**config.mk**
```make
export PLATFORM = sky130hd
export DESIGN_NAME = greedy_degree_order_graph_coloring_top_flat
export DESIGN_NICKNAME = d
export VERILOG_FILES = /design/src/rtl/gdc_pkg.sv /design/src/rtl/gdc_in_if.sv /design/src/rtl/gdc_lane.sv /design/src/rtl/gdc_merge.sv /design/src/rtl/greedy_degree_order_graph_coloring_top.sv /design/src/flat_wrapper.sv
export VERILOG_INCLUDE_DIRS = /design/src /design/src/rtl
export SDC_FILE = /design/constraint.sdc
export NUM_CORES = 2
export LEC_CHECK = 0
export ABC_AREA = 0
export BUFFER_PORTS_ARGS = -buffer_cell sky130_fd_sc_hd__buf_2
export CAP_MARGIN = 20
export CORE_MARGIN = 2
export CORE_UTILIZATION = 57
export DETAILED_ROUTE_END_ITERATION = 8
export GPL_ROUTABILITY_DRIVEN = 0
export PLACE_DENSITY_LB_ADDON = 0.2
export SETUP_SLACK_MARGIN = 0.2
export SKIP_CTS_REPAIR_TIMING = 1
export SYNTH_ARGS = -nofsm -noshare
export SYNTH_HDL_FRONTEND = slang
export SYNTH_SLANG_ARGS = --single-unit
export TNS_END_PERCENT = 10
```
**constraint.sdc**
```tcl
create_clock -name clk -period 9.55 [get_ports clk]
set_input_delay 1.4325 -clock clk [delete_from_list [all_inputs] [get_ports clk]]
set_output_delay 1.4325 -clock clk [all_outputs]
set_load 0.02 [all_outputs]
```
**src/rtl/assert_macros.svh**
```systemverilog
// Assertion helpers included by the top-level RTL file.
// Expects clk and rst_n to be visible where a macro is used.
`ifndef ASSERT_MACROS_SVH
`define ASSERT_MACROS_SVH
`ifndef SYNTHESIS
`define ASSERT_IMPLY(label, ante, cons) \
  label: assert property (@(posedge clk) disable iff (!rst_n) (ante) |-> (cons)) \
    else $error("implication check failed");
`define ASSERT_NEXT(label, ante, cons) \
  label: assert property (@(posedge clk) disable iff (!rst_n) (ante) |=> (cons)) \
    else $error("next-cycle check failed");
`define ASSERT_NEVER(label, cond) \
  label: assert property (@(posedge clk) disable iff (!rst_n) !(cond)) \
    else $error("forbidden condition seen");
`else
`define ASSERT_IMPLY(label, ante, cons)
`define ASSERT_NEXT(label, ante, cons)
`define ASSERT_NEVER(label, cond)
`endif
`endif

```
**src/rtl/gdc_pkg.sv**
```systemverilog
// Shared types and constants of the graph colorer.
// No dependencies.
`timescale 1ns / 1ps
`default_nettype none
package gdc_pkg;
  localparam int MAX_VERTICES_DEF = 32;
  localparam int VIDX_W = 6;

  typedef enum logic [2:0] {
    ST_LOAD,
    ST_DEG,
    ST_RANK,
    ST_CLASS_RD,
    ST_CLASS_CHK,
    ST_EMIT
  } gdc_state_t;

  typedef struct packed {
    logic              deg_we;
    logic              rank_clr;
    logic              rank_en;
    logic              color_clr;
    logic              color_we;
    logic [VIDX_W-1:0] sel;
    logic [VIDX_W:0]   deg_val;
    logic [VIDX_W:0]   color_val;
  } lane_ctl_t;
endpackage
`default_nettype wire

```
**src/rtl/gdc_in_if.sv**
```systemverilog
// Stream channel interfaces for row beats and result beats.
// No dependencies.
`timescale 1ns / 1ps
`default_nettype none
interface gdc_in_if;
  logic        valid;
  logic        ready;
  logic [4:0]  row_index;
  logic [31:0] adjacency_row;
  logic        last_row;
  modport source (output valid, row_index, adjacency_row, last_row, input ready);
  modport sink (input valid, row_index, adjacency_row, last_row, output ready);
endinterface

interface gdc_out_if;
  logic       valid;
  logic       ready;
  logic [4:0] vertex;
  logic [5:0] color;
  logic [5:0] color_count;
  logic       last_result;
  modport source (output valid, vertex, color, color_count, last_result, input ready);
  modport sink (input valid, vertex, color, color_count, last_result, output ready);
endinterface
`default_nettype wire

```
**src/rtl/gdc_lane.sv**
```systemverilog
// One vertex lane: degree, rank among active vertices, and assigned color.
// Depends on gdc_pkg.
`timescale 1ns / 1ps
`default_nettype none
module gdc_lane #(
  parameter int MAX_VERTICES = gdc_pkg::MAX_VERTICES_DEF,
  parameter int LANE = 0
) (
  input  logic              clk,
  input  logic              rst_n,
  input  gdc_pkg::lane_ctl_t ctl,
  output logic [$clog2(MAX_VERTICES+1)-1:0] deg,
  output logic [$clog2(MAX_VERTICES)-1:0]   rank,
  output logic [$clog2(MAX_VERTICES+1)-1:0] color
);
  import gdc_pkg::*;
  localparam int VW = $clog2(MAX_VERTICES);
  localparam int CW = $clog2(MAX_VERTICES + 1);

  logic [CW-1:0] deg_r, color_r;
  logic [VW-1:0] rank_r;
  logic          mine, beats;

  assign mine  = (ctl.sel == VIDX_W'(LANE));
  // broadcast vertex outranks this one: higher degree, or equal and lower index
  assign beats = (CW'(ctl.deg_val) > deg_r) ||
                 ((CW'(ctl.deg_val) == deg_r) && (ctl.sel < VIDX_W'(LANE)));

  always_ff @(posedge clk) begin
    if (!rst_n) begin
      deg_r   <= '0;
      rank_r  <= '0;
      color_r <= '0;
    end else begin
      if (ctl.deg_we && mine) deg_r <= CW'(ctl.deg_val);
      if (ctl.rank_clr) rank_r <= '0;
      else if (ctl.rank_en && beats) rank_r <= rank_r + 1'b1;
      if (ctl.color_clr) color_r <= '0;
      else if (ctl.color_we && mine) color_r <= CW'(ctl.color_val);
    end
  end

  assign deg   = deg_r;
  assign rank  = rank_r;
  assign color = color_r;
endmodule
`default_nettype wire

```
**src/rtl/gdc_merge.sv**
```systemverilog
// Merge stage: finds the active lane whose rank equals the requested position.
// Depends on gdc_pkg.
`timescale 1ns / 1ps
`default_nettype none
module gdc_merge #(
  parameter int MAX_VERTICES = gdc_pkg::MAX_VERTICES_DEF
) (
  input  logic [$clog2(MAX_VERTICES)-1:0]   ranks [MAX_VERTICES],
  input  logic [$clog2(MAX_VERTICES+1)-1:0] n,
  input  logic [$clog2(MAX_VERTICES)-1:0]   target,
  output logic [$clog2(MAX_VERTICES)-1:0]   idx
);
  import gdc_pkg::*;
  localparam int VW = $clog2(MAX_VERTICES);
  localparam int CW = $clog2(MAX_VERTICES + 1);

  // ranks of active lanes form a permutation, so at most one lane hits
  always_comb begin
    idx = '0;
    for (int v = 0; v < MAX_VERTICES; v++) begin
      if ((ranks[v] == target) && (CW'(v) < n)) idx = idx | VW'(v);
    end
  end
endmodule
`default_nettype wire

```
**src/rtl/greedy_degree_order_graph_coloring_top.sv**
```systemverilog
// Welsh-Powell graph colorer. Adjacency rows arrive one per beat on in_ch and
// are written into a row memory as each beat is taken. The beat with last_row
// set starts a pass: degrees are counted one row per cycle, vertex ranks are
// built by broadcasting one degree per cycle to all vertex lanes, then color
// classes are grown by walking the degree order with one row memory read and
// then one check per visited vertex. One result beat per vertex then leaves on
// out_ch in ascending vertex order. No row is taken during a pass; the row
// memory read port sets the pace of the coloring walk. vertex_count is
// written through cfg_we/cfg_wdata; the user must write it only while idle,
// which the block itself does not enforce. Zero acts as one vertex and values
// above MAX_VERTICES saturate. Rows are kept across passes.
// Depends on gdc_pkg, gdc_in_if, gdc_lane, gdc_merge, assert_macros.svh.
`timescale 1ns / 1ps
`default_nettype none
`include "assert_macros.svh"
module greedy_degree_order_graph_coloring_top #(
  parameter int MAX_VERTICES = gdc_pkg::MAX_VERTICES_DEF
) (
  input  logic       clk,
  input  logic       rst_n,
  input  logic       cfg_we,
  input  logic [5:0] cfg_wdata,
  gdc_in_if.sink     in_ch,
  gdc_out_if.source  out_ch
);
  import gdc_pkg::*;
  localparam int VW = $clog2(MAX_VERTICES);
  localparam int CW = $clog2(MAX_VERTICES + 1);

  gdc_state_t state_r, state_nxt;
  logic [5:0]              vcount_r;
  logic [CW-1:0]           j_r, j_nxt, cnt_r, cnt_nxt;
  logic [VW-1:0]           s_r, s_nxt, u_r, u_nxt, rd_addr, hit_idx;
  logic [MAX_VERTICES-1:0] colored_r, colored_nxt, forbid_r, forbid_nxt;
  logic                    joined_r, joined_nxt, join_now;
  logic [MAX_VERTICES-1:0] adj_mem [MAX_VERTICES];
  logic [MAX_VERTICES-1:0] rd_data_r;
  logic [CW-1:0]           n, n_last;
  logic [MAX_VERTICES-1:0] cols;
  lane_ctl_t               ctl;
  logic [CW-1:0]           deg_of [MAX_VERTICES];
  logic [VW-1:0]           rank_of [MAX_VERTICES];
  logic [CW-1:0]           color_of [MAX_VERTICES];
  logic                    in_fire, out_fire;

  // Active vertex count: zero means one, large values clamp to the build size
  always_comb begin
    if (vcount_r == '0) n = CW'(1);
    else if (7'(vcount_r) > 7'(MAX_VERTICES)) n = CW'(MAX_VERTICES);
    else n = CW'(vcount_r);
    n_last = n - 1'b1;
    for (int i = 0; i < MAX_VERTICES; i++) cols[i] = (CW'(i) < n);
  end

  assign in_fire  = in_ch.valid && in_ch.ready;
  assign out_fire = out_ch.valid && out_ch.ready;

  always_ff @(posedge clk) begin
    if (!rst_n) vcount_r <= 6'd32;
    else if (cfg_we) vcount_r <= cfg_wdata;
  end

  // Row memory: one write port for loading, one registered read port
  always_ff @(posedge clk) begin
    if (in_fire && (7'(in_ch.row_index) < 7'(MAX_VERTICES)))
      adj_mem[VW'(in_ch.row_index)] <= MAX_VERTICES'(in_ch.adjacency_row);
    rd_data_r <= adj_mem[rd_addr];
  end

  // Vertex lanes work side by side; the merge stage picks the vertex at a rank
  for (genvar g = 0; g < MAX_VERTICES; g++) begin : g_lane
    gdc_lane #(.MAX_VERTICES(MAX_VERTICES), .LANE(g)) u_lane (
      .clk  (clk),
      .rst_n(rst_n),
      .ctl  (ctl),
      .deg  (deg_of[g]),
      .rank (rank_of[g]),
      .color(color_of[g])
    );
  end

  gdc_merge #(.MAX_VERTICES(MAX_VERTICES)) u_merge (
    .ranks (rank_of),
    .n     (n),
    .target(s_r),
    .idx   (hit_idx)
  );

  always_ff @(posedge clk) begin
    if (!rst_n) begin
      state_r   <= ST_LOAD;
      j_r       <= '0;
      cnt_r     <= '0;
      s_r       <= '0;
      u_r       <= '0;
      colored_r <= '0;
      forbid_r  <= '0;
      joined_r  <= 1'b0;
    end else begin
      state_r   <= state_nxt;
      j_r       <= j_nxt;
      cnt_r     <= cnt_nxt;
      s_r       <= s_nxt;
      u_r       <= u_nxt;
      colored_r <= colored_nxt;
      forbid_r  <= forbid_nxt;
      joined_r  <= joined_nxt;
    end
  end

  always_comb begin
    state_nxt   = state_r;
    j_nxt       = j_r;
    cnt_nxt     = cnt_r;
    s_nxt       = s_r;
    u_nxt       = u_r;
    colored_nxt = colored_r;
    forbid_nxt  = forbid_r;
    joined_nxt  = joined_r;
    rd_addr     = '0;
    ctl         = '0;
    join_now    = 1'b0;
    in_ch.ready  = 1'b0;
    out_ch.valid = 1'b0;
    case (state_r)
      ST_LOAD: begin
        in_ch.ready = 1'b1;
        if (in_fire && in_ch.last_row) begin
          ctl.rank_clr = 1'b1;
          j_nxt        = '0;
          state_nxt    = ST_DEG;
        end
      end
      ST_DEG: begin
        // read row j, count the row read last cycle
        if (j_r < n) rd_addr = j_r[VW-1:0];
        if (j_r != '0) begin
          ctl.deg_we  = 1'b1;
          ctl.sel     = VIDX_W'(j_r - 1'b1);
          ctl.deg_val = (VIDX_W+1)'($countones(rd_data_r & cols));
        end
        if (j_r == n) begin
          j_nxt     = '0;
          state_nxt = ST_RANK;
        end else begin
          j_nxt = j_r + 1'b1;
        end
      end
      ST_RANK: begin
        ctl.rank_en = 1'b1;
        ctl.sel     = VIDX_W'(j_r);
        ctl.deg_val = (VIDX_W+1)'(deg_of[j_r[VW-1:0]]);
        j_nxt       = j_r + 1'b1;
        if (j_r == n_last) begin
          ctl.color_clr = 1'b1;
          colored_nxt   = '0;
          forbid_nxt    = '0;
          joined_nxt    = 1'b0;
          cnt_nxt       = '0;
          s_nxt         = '0;
          state_nxt     = ST_CLASS_RD;
        end
      end
      ST_CLASS_RD: begin
        rd_addr   = hit_idx;
        u_nxt     = hit_idx;
        state_nxt = ST_CLASS_CHK;
      end
      ST_CLASS_CHK: begin
        join_now = !colored_r[u_r] && !forbid_r[u_r];
        if (join_now) begin
          colored_nxt[u_r] = 1'b1;
          forbid_nxt       = forbid_r | rd_data_r;
          ctl.color_we     = 1'b1;
          ctl.sel          = VIDX_W'(u_r);
          ctl.color_val    = (VIDX_W+1)'(cnt_r + 1'b1);
        end
        if (CW'(s_r) == n_last) begin
          // class closed; open the next one or finish
          cnt_nxt = cnt_r + CW'(joined_r || join_now);
          if ((colored_nxt & cols) == cols) begin
            j_nxt     = '0;
            state_nxt = ST_EMIT;
          end else begin
            s_nxt      = '0;
            forbid_nxt = '0;
            joined_nxt = 1'b0;
            state_nxt  = ST_CLASS_RD;
          end
        end else begin
          s_nxt      = s_r + 1'b1;
          joined_nxt = joined_r || join_now;
          state_nxt  = ST_CLASS_RD;
        end
      end
      ST_EMIT: begin
        out_ch.valid = 1'b1;
        if (out_ch.ready) begin
          if (j_r == n_last) state_nxt = ST_LOAD;
          else j_nxt = j_r + 1'b1;
        end
      end
      default: state_nxt = ST_LOAD;
    endcase
  end

  // Result beat: hold the payload until taken
  assign out_ch.vertex      = 5'(j_r);
  assign out_ch.color       = 6'(color_of[j_r[VW-1:0]]);
  assign out_ch.color_count = 6'(cnt_r);
  assign out_ch.last_result = (j_r == n_last);

  `ASSERT_NEVER(a_no_overlap, in_ch.ready && out_ch.valid)
  `ASSERT_NEXT(a_back_to_load, out_fire && out_ch.last_result, in_ch.ready)
  `ASSERT_IMPLY(a_all_colored, state_r == ST_EMIT, (colored_r & cols) == cols)
  `ASSERT_IMPLY(a_visit_active, state_r == ST_CLASS_CHK, CW'(u_r) < n)
endmodule
`default_nettype wire
```
**src/flat_wrapper.sv**
```systemverilog
// flat-port wrapper written by rule: the top's interface ports become plain ports
module greedy_degree_order_graph_coloring_top_flat import gdc_pkg::*;
#(
  parameter int MAX_VERTICES = gdc_pkg::MAX_VERTICES_DEF
)
  (clk, rst_n, cfg_we, cfg_wdata, in_ch_valid, in_ch_row_index, in_ch_adjacency_row, in_ch_last_row, in_ch_ready, out_ch_valid, out_ch_vertex, out_ch_color, out_ch_color_count, out_ch_last_result, out_ch_ready);
  gdc_in_if in_ch_i ();
  gdc_out_if out_ch_i ();
  input  logic clk;
  input  logic rst_n;
  input  logic cfg_we;
  input  logic [5:0] cfg_wdata;
  input wire logic [$bits(in_ch_i.valid)-1:0] in_ch_valid;
  input wire logic [$bits(in_ch_i.row_index)-1:0] in_ch_row_index;
  input wire logic [$bits(in_ch_i.adjacency_row)-1:0] in_ch_adjacency_row;
  input wire logic [$bits(in_ch_i.last_row)-1:0] in_ch_last_row;
  output wire logic [$bits(in_ch_i.ready)-1:0] in_ch_ready;
  output wire logic [$bits(out_ch_i.valid)-1:0] out_ch_valid;
  output wire logic [$bits(out_ch_i.vertex)-1:0] out_ch_vertex;
  output wire logic [$bits(out_ch_i.color)-1:0] out_ch_color;
  output wire logic [$bits(out_ch_i.color_count)-1:0] out_ch_color_count;
  output wire logic [$bits(out_ch_i.last_result)-1:0] out_ch_last_result;
  input wire logic [$bits(out_ch_i.ready)-1:0] out_ch_ready;
  assign in_ch_i.valid = in_ch_valid;
  assign in_ch_i.row_index = in_ch_row_index;
  assign in_ch_i.adjacency_row = in_ch_adjacency_row;
  assign in_ch_i.last_row = in_ch_last_row;
  assign in_ch_ready = in_ch_i.ready;
  assign out_ch_valid = out_ch_i.valid;
  assign out_ch_vertex = out_ch_i.vertex;
  assign out_ch_color = out_ch_i.color;
  assign out_ch_color_count = out_ch_i.color_count;
  assign out_ch_last_result = out_ch_i.last_result;
  assign out_ch_i.ready = out_ch_ready;
  greedy_degree_order_graph_coloring_top #(.MAX_VERTICES(MAX_VERTICES)) u_core (.clk(clk), .rst_n(rst_n), .cfg_we(cfg_we), .cfg_wdata(cfg_wdata), .in_ch(in_ch_i), .out_ch(out_ch_i));
endmodule
```
==> metrics.txt <==
Synth area leader edfxtp_1; total gr overflow 0; Layout Nets 7021; fin crit share 0.934; placement row count 135; H-tree levels 4; Util after Layout 0.634; Syn Nets 7070; clk root buf clkbuf_16; wire per inst 26.1 µm; Placed Area 80000 µm²; layout cell share with drive strength beyond 1 0.128; Final Total Pwr 18.6 mW; initial antenna violation count 18; I/O pin count 69; synthesized area per cell 11.5 µm²; Seq pwr share 0.429; WS Path Type reg -> reg; power density over the cells 217 nW/µm²; Worst-Margin Slew 1.22 ns; CP most frequent cell fa_1; design area 85800 µm²; cell leakage power 29.8 nW; worst hold path class reg -> reg; mapped cell area 77800 µm²; CTS tree built; DR vias 55500; PortBufs 68; CTS Sinks 1691; Clock Skew 0.0530 ns; Sw Ratio 0.288; critical path's largest stage delay 0.81 ns; max cap viols 0; Routed Antenna Nets 0; total CTS buffers 173; RSZ-0062 raised after global routing no; yosys warns 0; synth cell count leaders edfxtp_1, nand2_1, dfxtp_1, nor2_1, a21oi_1; worst skew pair latency 0.83 ns; largest net degree at the start of global routing 205; first-pass GRT wire length 336000 µm; DRC 0; critical path's slowest cell nor3_1; Netlist cell types 107; worst endpoint data arrival time 9.56 ns; VDD IR-drop max 471 µV; Worst-path clk slew 0.07 ns; Die W 373 µm; Die Span Y 373 µm; pre-CTS setup slack 0.822 ns; core footprint 135000 µm²; clock network power share 0.369; Async SR Flop Fraction 0; routed wire length 225000 µm; post-synthesis register bit count 1691; internal power 13.2 mW; vias in the first global route 53400; Main synth FF type edfxtp_1; most frequent cell after synthesis edfxtp_1; P_sw 5.36 mW; relative slew slack 0.189; CP Launch Type flop; post-route setup TNS 0 ns; Die Area 139000 µm²; CTS Buffer Depth 3; count of final max-slew check failures 0; Post-synth EDFFs 1024; First DRT Iteration DRCs 6023; Worst Path Required 10.19 ns; Comb pwr share 0.202; most area-consuming cells after synthesis edfxtp_1, dfxtp_1, nand2_1; area grow syn2layout 10.4%; Max Fclk 0.112 GHz; Starting Density 0.574; aggregate global-route resource usage 0.317; post-DR vias/cell 6.44; DRT Pass-1 Iters 6; minimum clock period 8.92 ns; Detailed Place HPWL 138000 µm; endpoints failing hold 0; outcome finished, final reports clean; CP max FO 22; Final Setup Violations 0; Mapped Cells 6738; Crit. End Element flop; area share of the largest cell type after synthesis 0.395; sequential area share after synthesis 0.567; final worst slack 0.629 ns
[power groups by stage]
| stage | combinational [mW] | clock (mW) | sequential, mW |
|---|---|---|---|
| after global routing | 4.12 | 7.20 | 7.98 |
| after floorplan | 2.53 | 0 | 8.05 |
| after global placement | 3.60 | 0 | 8.12 |
| after detailed placement | 3.71 | 0 | 8.13 |
| final | 3.75 | 6.87 | 7.98 |
| after CTS | 3.73 | 6.92 | 7.97 |
[kinds of logic after synthesis]
family | after synthesis | share of synthesized area
simple gates | 1972 | 0.113
flops | 1691 | 0.567
compound gates | 1459 | 0.133
buf+inv | 671 | 0.0368
mux | 365 | 0.0683
xor+xnor | 297 | 0.0335
fa+ha+maj | 283 | 0.0480
[per-layer routing]
metal / vias up / GRT usage / share of wire
li1: 24700 / - / -
met1: 27500 / 0.418 / 0.39
met2: 2691 / 0.502 / 0.46
met3: 627 / 0.0722 / 0.096
met4: 20 / 0.143 / 0.048
met5: - / 0 / 0.00058
[area by class of cell]
| cell class | instances | area, µm² |
|---|---|---|
| timing repair buffer | 221 | 1620 |
| fill | 10400 | 49600 |
| tap | 1781 | 2230 |
| inverter | 226 | 856 |
| multi-input combinational | 4376 | 31200 |
| antenna | 9 | 22.5 |
| sequential | 1691 | 44100 |
| clock inverter | 86 | 1050 |
| clock buffer | 230 | 4750 |
[registers in the layout (all words and copies together) (netlist names), 6 cells and up]
| name | flops |
|---|---|
| u_core.out_ch.color_count | 6 |
| u_core.adj_mem | 1024 |
| u_core.g_lane.u_lane.deg | 192 |
| u_core.g_lane.u_lane.color | 192 |
| u_core.colored_r | 32 |
| u_core.vcount_r | 6 |
| u_core.forbid_r | 32 |
| u_core.rd_data_r | 32 |
| u_core.g_lane.u_lane.rank | 155 |
| u_core.j_r | 6 |
[placed cells by master (no fill, tap or decap), drive strengths merged, types with 16 or more instances in the layout]
master,Yosys,layout
nand3,70,70
mux2i,139,139
nor4,25,25
mux4,122,122
a21oi,413,413
nor2b,71,71
nand2b,44,44
dfxtp,667,667
a2111oi,67,67
nand2,943,943
ha,257,257
clkinv,0,61
and2,16,16
xnor2,119,119
o21a,45,45
o22ai,77,77
fa,26,26
or4,29,29
o21ai,229,229
mux2,104,104
o2111ai,18,18
buf,198,221
or2,18,18
a31oi,18,18
or3,16,16
a21boi,72,72
a32oi,29,29
clkbuf,247,230
nand4,104,104
a211oi,95,95
xor2,178,178
edfxtp,1024,1024
inv,226,232
a311oi,17,17
a311o,49,49
a32o,147,147
a22o,56,56
nor2,528,528
nor3,55,55
[worst max-delay path, delay by kind of cell (launching register included)]
| kind | cells | cell delay, ns |
|---|---|---|
| buffers and inverters | 7 | 0.78 |
| AO/OA/AOI/OAI | 5 | 1.28 |
| adder cells (fa/ha/maj) | 10 | 4.13 |
| AND/OR/NAND/NOR | 9 | 2.06 |
| XOR/XNOR | 1 | 0.17 |
| flip-flops | 1 | 0.33 |
[through the flow]
step	std cells	hold WS, ns
2_1_floorplan	6738	0.420
3_3_place_gp	8293	0.429
3_5_place_dp	8293	0.437
6_report	8620	0.450
5_1_grt	8612	0.467
4_1_cts	8609	0.452
[worst paths after layout]
path	from	to	slack (ns)	cells after the start
hold reg to reg	u_core.g_lane[6].u_lane.color[3]	u_core.g_lane[6].u_lane.color[3]	0.45	2
setup / recovery	u_core.vcount_r[3]	u_core.g_lane[1].u_lane.rank[3]	0.63	32
hold / removal	u_core.g_lane[6].u_lane.color[3]	u_core.g_lane[6].u_lane.color[3]	0.45	2
setup reg to reg	u_core.vcount_r[3]	u_core.g_lane[1].u_lane.rank[3]	0.63	32
No activity file was read; power rests on OpenSTA's default activity.
